**src/rtl/core/binning_autocorrelation_estimator_macros.svh**
```systemverilog
// ----------------------------------------------------------------------------
// Assertion macros for the binning autocorrelation estimator
// Both macros expect clk and rst_n to be visible at the point of use.
// ----------------------------------------------------------------------------
`ifndef BINNING_AUTOCORRELATION_ESTIMATOR_MACROS_SVH
`define BINNING_AUTOCORRELATION_ESTIMATOR_MACROS_SVH

// The condition must hold at every clock edge outside reset.
`define BAE_ASSERT_ALWAYS(label, cond, msg) \
  label: assert property (@(posedge clk) disable iff (!rst_n) (cond)) else $error(msg);

// The consequent must hold whenever the antecedent holds.
`define BAE_ASSERT_IMPL(label, ante, cons, msg) \
  label: assert property (@(posedge clk) disable iff (!rst_n) (ante) |-> (cons)) else $error(msg);

`endif

```
**src/rtl/core/bae_pkg.sv**
```systemverilog
// ----------------------------------------------------------------------------
// bae_pkg
// Shared types and constants of the binning autocorrelation estimator.
// ----------------------------------------------------------------------------
package bae_pkg;

  localparam int MAX_CH   = 4;
  localparam int CH_W     = 2;
  localparam int SMP_W    = 16;
  localparam int NB_W     = 13;
  localparam int DW       = 128;
  localparam int QW       = 64;
  localparam int VAR_W    = 47;
  localparam int TAU_W    = 32;
  localparam int STS_W    = 2;

  localparam logic [NB_W-1:0]  NUM_BINS_RESET = NB_W'(16);
  localparam logic [STS_W-1:0] STATUS_OK      = 2'd0;
  localparam logic [STS_W-1:0] STATUS_FEW     = 2'd1;
  localparam logic [STS_W-1:0] STATUS_ZERO    = 2'd2;

  typedef enum logic [3:0] {
    STEP_BSIZE,
    STEP_NB,
    STEP_BINSQ,
    STEP_SV1,
    STEP_SV2,
    STEP_SV3,
    STEP_SV4,
    STEP_BV1,
    STEP_BV2,
    STEP_BV3,
    STEP_BV4,
    STEP_BV5,
    STEP_TAU1,
    STEP_TAU2
  } step_t;

  typedef struct packed {
    logic  append;
    logic  rpt_start;
    logic  step_start;
    step_t step;
    logic  chan_clr;
    logic  rd;
    logic  acc;
    logic  emit;
  } cmd_t;

  typedef struct packed {
    logic step_done;
    logic nb_lt2;
    logic bin_take;
    logic sweep_done;
    logic sv_zero;
    logic out_free;
    logic last_ch;
  } sts_t;

  function automatic logic step_is_div(step_t s);
    logic r;
    case (s)
      STEP_BSIZE, STEP_NB, STEP_SV4, STEP_BV5, STEP_TAU2: r = 1'b1;
      default: r = 1'b0;
    endcase
    return r;
  endfunction

endpackage

```
**src/rtl/core/bae_ctrl.sv**
```systemverilog
// ----------------------------------------------------------------------------
// bae_ctrl
// Sequencer for appends, report sweeps and the arithmetic step chain.
// ----------------------------------------------------------------------------
module bae_ctrl import bae_pkg::*; (
  input  logic clk,
  input  logic rst_n,
  input  logic in_valid,
  input  logic in_func,
  output logic in_ready,
  input  sts_t sts,
  output cmd_t cmd
);

  typedef enum logic [2:0] {
    ST_IDLE,
    ST_START,
    ST_WAIT,
    ST_CHAN,
    ST_RD,
    ST_ACC,
    ST_NEXT,
    ST_EMIT
  } state_t;

  state_t state_r, state_nxt;
  step_t  step_r, step_nxt;

  always_comb begin
    state_nxt = state_r;
    step_nxt  = step_r;
    cmd       = '0;
    cmd.step  = step_r;
    case (state_r)
      ST_IDLE: begin
        if (in_valid) begin
          if (!in_func) begin
            cmd.append = 1'b1;
          end else begin
            cmd.rpt_start = 1'b1;
            step_nxt      = STEP_BSIZE;
            state_nxt     = ST_START;
          end
        end
      end
      ST_START: begin
        cmd.step_start = 1'b1;
        state_nxt      = ST_WAIT;
      end
      ST_WAIT: begin
        if (sts.step_done) begin
          state_nxt = ST_START;
          case (step_r)
            STEP_BSIZE: step_nxt = STEP_NB;
            STEP_NB:    state_nxt = ST_CHAN;
            STEP_BINSQ: state_nxt = ST_NEXT;
            STEP_SV1:   step_nxt = STEP_SV2;
            STEP_SV2:   step_nxt = STEP_SV3;
            STEP_SV3:   step_nxt = STEP_SV4;
            STEP_SV4:   step_nxt = STEP_BV1;
            STEP_BV1:   step_nxt = STEP_BV2;
            STEP_BV2:   step_nxt = STEP_BV3;
            STEP_BV3:   step_nxt = STEP_BV4;
            STEP_BV4:   step_nxt = STEP_BV5;
            STEP_BV5: begin
              if (sts.sv_zero) begin
                state_nxt = ST_EMIT;
              end else begin
                step_nxt = STEP_TAU1;
              end
            end
            STEP_TAU1:  step_nxt = STEP_TAU2;
            default:    state_nxt = ST_EMIT;
          endcase
        end
      end
      ST_CHAN: begin
        cmd.chan_clr = 1'b1;
        state_nxt    = sts.nb_lt2 ? ST_EMIT : ST_RD;
      end
      ST_RD: begin
        cmd.rd    = 1'b1;
        state_nxt = ST_ACC;
      end
      ST_ACC: begin
        cmd.acc = 1'b1;
        if (sts.bin_take) begin
          step_nxt  = STEP_BINSQ;
          state_nxt = ST_START;
        end else begin
          state_nxt = ST_NEXT;
        end
      end
      ST_NEXT: begin
        if (sts.sweep_done) begin
          step_nxt  = STEP_SV1;
          state_nxt = ST_START;
        end else begin
          state_nxt = ST_RD;
        end
      end
      ST_EMIT: begin
        if (sts.out_free) begin
          cmd.emit  = 1'b1;
          state_nxt = sts.last_ch ? ST_IDLE : ST_CHAN;
        end
      end
      default: state_nxt = ST_IDLE;
    endcase
  end

  always_ff @(posedge clk) begin
    if (!rst_n) begin
      state_r <= ST_IDLE;
      step_r  <= STEP_BSIZE;
    end else begin
      state_r <= state_nxt;
      step_r  <= step_nxt;
    end
  end

  assign in_ready = (state_r == ST_IDLE);

endmodule
```
**config.mk**
```make
export PLATFORM = sky130hd
export DESIGN_NAME = bae_ctrl
export DESIGN_NICKNAME = d
export VERILOG_FILES = /design/src/rtl/core/binning_autocorrelation_estimator_macros.svh /design/src/rtl/core/bae_pkg.sv /design/src/rtl/core/bae_ctrl.sv
export SDC_FILE = /design/constraint.sdc
export NUM_CORES = 1
export LEC_CHECK = 0
export BUFFER_PORTS_ARGS = -buffer_cell sky130_fd_sc_hd__buf_2
export CAP_MARGIN = 20
export CORE_MARGIN = 3
export CORE_UTILIZATION = 30
export CTS_CLUSTER_DIAMETER = 200
export DETAILED_ROUTE_END_ITERATION = 8
export GPL_ROUTABILITY_DRIVEN = 0
export PLACE_DENSITY = 0.49
export SYNTH_ARGS = -nofsm -noshare
export SYNTH_HDL_FRONTEND = slang
export SYNTH_SLANG_ARGS = --single-unit
```
**constraint.sdc**
```tcl
create_clock -name clk -period 2.25 [get_ports clk]
set_input_delay 0.1125 -clock clk [delete_from_list [all_inputs] [get_ports clk]]
set_output_delay 0.1125 -clock clk [all_outputs]
set_load 0.02 [all_outputs]
```
# Word-level counts from Yosys, hierarchy flattened

Index checks and enable logic that the tools add are counted.

Input bits: 11
Output and inout bits: 12
Register bits after elaboration: 7
Logic and storage cells: 64

Reductions and logical operators: 6
Multiplexer cells: 29
Equal/unequal tests: 27

Operator list:

| operator              | count |
|---|---|
| $pmux W4 S11          | 1 |
| $mux W4               | 6 |
| $pmux W3 S8           | 1 |
| $mux W3               | 7 |
| $eq A4 B4 Y1 const B  | 5 |
| $eq A4 B3 Y1 const B  | 4 |
| $pmux W4 S4           | 1 |
| $eq A3 B3 Y1 const B  | 4 |
| $ne A12 B2 Y1 const B | 1 |
| $ne A2 B2 Y1 const B  | 6 |
| $pmux W3 S4           | 1 |
| $reduce_or A10 Y1     | 1 |
| $eq A4 B2 Y1 const B  | 2 |
| $mux W1               | 8 |
| $mux W2               | 4 |
| $reduce_and A8 Y1     | 1 |
| $eq A3 B2 Y1 const B  | 2 |
| $eq A4 B1 Y1 const B  | 1 |
| $logic_not A4 Y1      | 1 |
| $reduce_and A4 Y1     | 1 |
| $reduce_bool A4 Y1    | 1 |
| $eq A3 B1 Y1 const B  | 1 |
| $logic_not A3 Y1      | 1 |
| $ne A3 B3 Y1 const B  | 1 |

# Depth between registers and ports, before layout

Depth in word-level cells: 5
Depth in mapped cells: 6
Depth with buffers taken out: 4

# Worst setup path after synthesis

OpenSTA, ideal clock, no wires.

Path type: register -> register
Start: reg step_r[1]
End: reg state_r[0]
Cell stages (with the launch flop): 6
Clock period less this slack: 1847 ps
Required time: 2136 ps
Data arrival time: 1733 ps
Path buffers: 1
Setup slack: 403 ps
Library setup time: 114 ps
Cells stage by stage: dfxtp_1 -> buf_2 -> or4b_4 -> mux4_2 -> a21oi_1 -> nor2_1

Word-level cells in the longest chain between the ends: 5
Elaborated cells on any way between the ends: 17
Classes of those cells: eq/ne (12); mux (3); reduce/logical (2)

RTL lines:

| what                                       | line            | text |
|---|---|---|
| from (decl)                                | bae_ctrl.sv:27  | `step_t step_r, step_nxt;` |
| from (signal assigned)                     | bae_ctrl.sv:118 | `step_r <= step_nxt;` |
| $eq A4 B4 Y1, or another cell as far along | bae_ctrl.sv:53  | `case (step_r)` |
| $reduce_or A10 Y1 (no source line)         | n/a             |  |
| $pmux W3 S4 (*)                            | bae_ctrl.sv:53  |  |
| $mux W3 (*)                                | bae_ctrl.sv:51  | `if (sts.step_done) begin` |
| $pmux W3 S8 (*)                            | bae_ctrl.sv:34  | `case (state_r)` |
| to (signal assigned)                       | bae_ctrl.sv:117 | `state_r <= state_nxt;` |
| to (decl)                                  | bae_ctrl.sv:26  | `state_t state_r, state_nxt;` |

Every way passes the cells marked *; elsewhere a longest branch is shown, timed or not. The select of a mux whose other input is x is not followed.
A chain may end at the register's enable or synchronous reset.

# Worst setup path after layout

Start: reg state_r[1]
End: reg step_r[2]

Word-level cells in the longest chain between the ends: 3
Elaborated cells on any way between the ends: 14
Classes of those cells: eq/ne (10); mux (1); reduce/logical (3)

RTL lines:

| what                                                         | line |
|---|---|
| $eq A3 B2 Y1, or another cell as far along                   | bae_ctrl.sv:34 |
| $ne A12 B2 Y1 (no source line), or another cell as far along | n/a |
| $reduce_and A8 Y1 (no source line)                           | n/a |

Parallel ways exist; a longest one is shown, timed or not.

==> out/results.ini <==
[outcome]
status = finished clean

[timing]
finalSetupViolations = 0
hold_violations = 0
max_freq_mhz = 508.1
relSlewSlack = 0.6627
skew_ps = 8.549
hold_ws_ps = 106.5
rsz0062_at_grt = false
min_period_ps = 1968
drv_slew = 0
fin_crit_sh = 0.8747
worst_slew_pin_slew_ps = 505.2
tns_ps = 0

[yosys]
synthCells = 91
yosys.area.top_type_share = 0.2109
syn_avg_cell_area_sq_um = 7.301
synth_ff_type = dfxtp_1
yosysWarnings = 0
synth_nets = 102
synth_common_cells = nand2_1, dfxtp_1, a21oi_1, nor2_1
synth_edf_count = 0
ys_ff_latch = 7
yosysSeqAreaShare = 0.2109
netlist_area_sq_um = 664.4
synth_most_common_cell = nand2_1
synth_cell_type_count = 35
synth_area_leader_cell = dfxtp_1
ys_async_sr_fraction = 0
synth_area_leaders = dfxtp_1, nand2_1, o211ai_1, a21oi_1, a21boi_0

[detailed_routing]
vias_per_cell = 5.343
dr.pass1.iters = 4
wire_per_inst_microns = 12.88
num_vias = 732
met1_length_microns = 866
routed_wl_microns = 1764
drc_errors = 0
top_layer = met4
met2_length_microns = 836
drtIter0Drc = 22
postRouteAntennaNets = 0
met3_length_microns = 53

[clocking]
post_cts_buffers = 0
postCtsHoldBufs = 0
clock_latency_ps = 260
htreeDepth = 1
clkTransAtPathRegs_ps = 60
cts_resized = 0
cts_sinks = 7
root_buffer = clkbuf_4
cts_tree = done
cts_made_buffers = 3
ctsLongestPathBuffers = 2

[cells_and_area]
fin_nets = 122
antenna_cells = 0
syn_to_final_growth_pct = 20.72
fin_area_sq_um = 802.0
layout-drive-gt1-share = 0.2818
fin_util = 0.3967

[setup_path]
crit_start = state_r[1]
worstPathArrival_ps = 2110
critical_path_class = reg2reg
cpPeakStageDelay_ps = 630
cp_max_fo = 17
critPathTopFamily = compound AO/OA/AOI/OAI gates
worst_r2r_startpoint = state_r[1]
cp.required_ps = 2390
cp-start-kind = register
path_buf_inv = 0
crit_path_cell_trace = a21boi_0 -> o2bb2ai_1 -> o211ai_1 -> a2111oi_1
critPathSlowestCell = dfxtp_1
critPathCaptureType = register

[floorplanning]
core_sq_mm = 0.002022
row_count = 16
die-area_sq_mm = 0.002815
start_util = 0.3286
num_io_pins = 23
die_w_microns = 53.06
fp.dieH_microns = 53.06

[global_route]
grt_first_pass_wirelength_microns = 2801
antenna_found_initial = 0
grt-ovfl-total = 0
grt_max_degree = 18
grt_pass1_vias = 619
grtUsageTotal = 0.1365

[power_and_ir_drop]
clkPwrFrac = 0.325
peakVddDrop_v = 0.0002983
p_int_w = 0.0002400
p_leak_nw = 0.3390
switching_share = 0.3467
seqPwrFrac = 0.400
p_switching_w = 0.0001273
pwr-share-comb = 0.275
power.density_mw_per_mm2 = 457.9
power_w = 0.0003673

[placed_design]
placed_area_sq_um = 775.7
hpwl_microns = 1344
io_buffers = 22

[run]
maxCapViolCount = 0

[hold_path]
min_from = sts[1]
hp-class = in2reg

layout make-up:
class                      count  area (sq um)
sequential                     7         140.1
inverter                       5         18.77
multi-input combinational     70         457.9
timing repair buffer          24         125.1
tap                           27         33.78
fill                         221          1220
clock buffer                   4         26.28
power groups by stage:
stage / sequential, W / clock (W) / combinational [W]
finish: 0.000147 / 0.000120 / 0.000101
global route: 0.000149 / 0.000132 / 0.000113
CTS: 0.000146 / 0.000124 / 0.000101
detailed placement: 0.000149 / 0 / 0.000101
global placement: 0.000149 / 0 / 0.000100
floorplan: 0.000136 / 0 / 0.0000819
cell families after synthesis:
| family | share of synthesized area |
|---|---|
| compound gates | 0.3145 |
| xor+xnor | 0.02637 |
| buf+inv | 0.09981 |
| flops | 0.2109 |
| mux | 0.06403 |
| simple gates | 0.2844 |
state kept, by name, indices dropped and copies added (netlist names):
name,count
state_r,3
step_r,4
final timing paths:
check | end | slack, ps | cells past startpoint
max | step_r[2] | 280 | 4
min | state_r[2] | 110 | 2
min reg2reg | step_r[2] | 580 | 2
max reg2reg | step_r[2] | 280 | 4
per-layer routing:
metal	GRT usage	up-vias
met3	0.04225	2
li1	-	373
met5	0	-
met2	0.2087	14
met1	0.1827	343
met4	0.03830	0
metrics by stage:
step / setup WS (ps) / cells
floorplan: 403.5 / 91
global placement: 461.3 / 133
detailed placement: 332.1 / 133
CTS: 303.4 / 137
global route: 66.11 / 137
finish: 281.9 / 137
cells in the final DEF, fill, tap and decap left out, types with 2 or more instances in the layout:
cell type / n
nor3_1: 3
a21oi_1: 6
o2bb2ai_1: 2
mux2i_1: 2
buf_4: 2
dfxtp_1: 7
a21boi_0: 3
inv_1: 5
or3_1: 2
o211ai_1: 5
o211a_1: 2
clkbuf_4: 3
nor3b_1: 2
and3_1: 3
or2_2: 2
o21ai_0: 3
buf_2: 22
xnor2_1: 2
o2111ai_1: 2
nand2_1: 12
nor2_1: 6
Power figures use the tool's default switching activity.
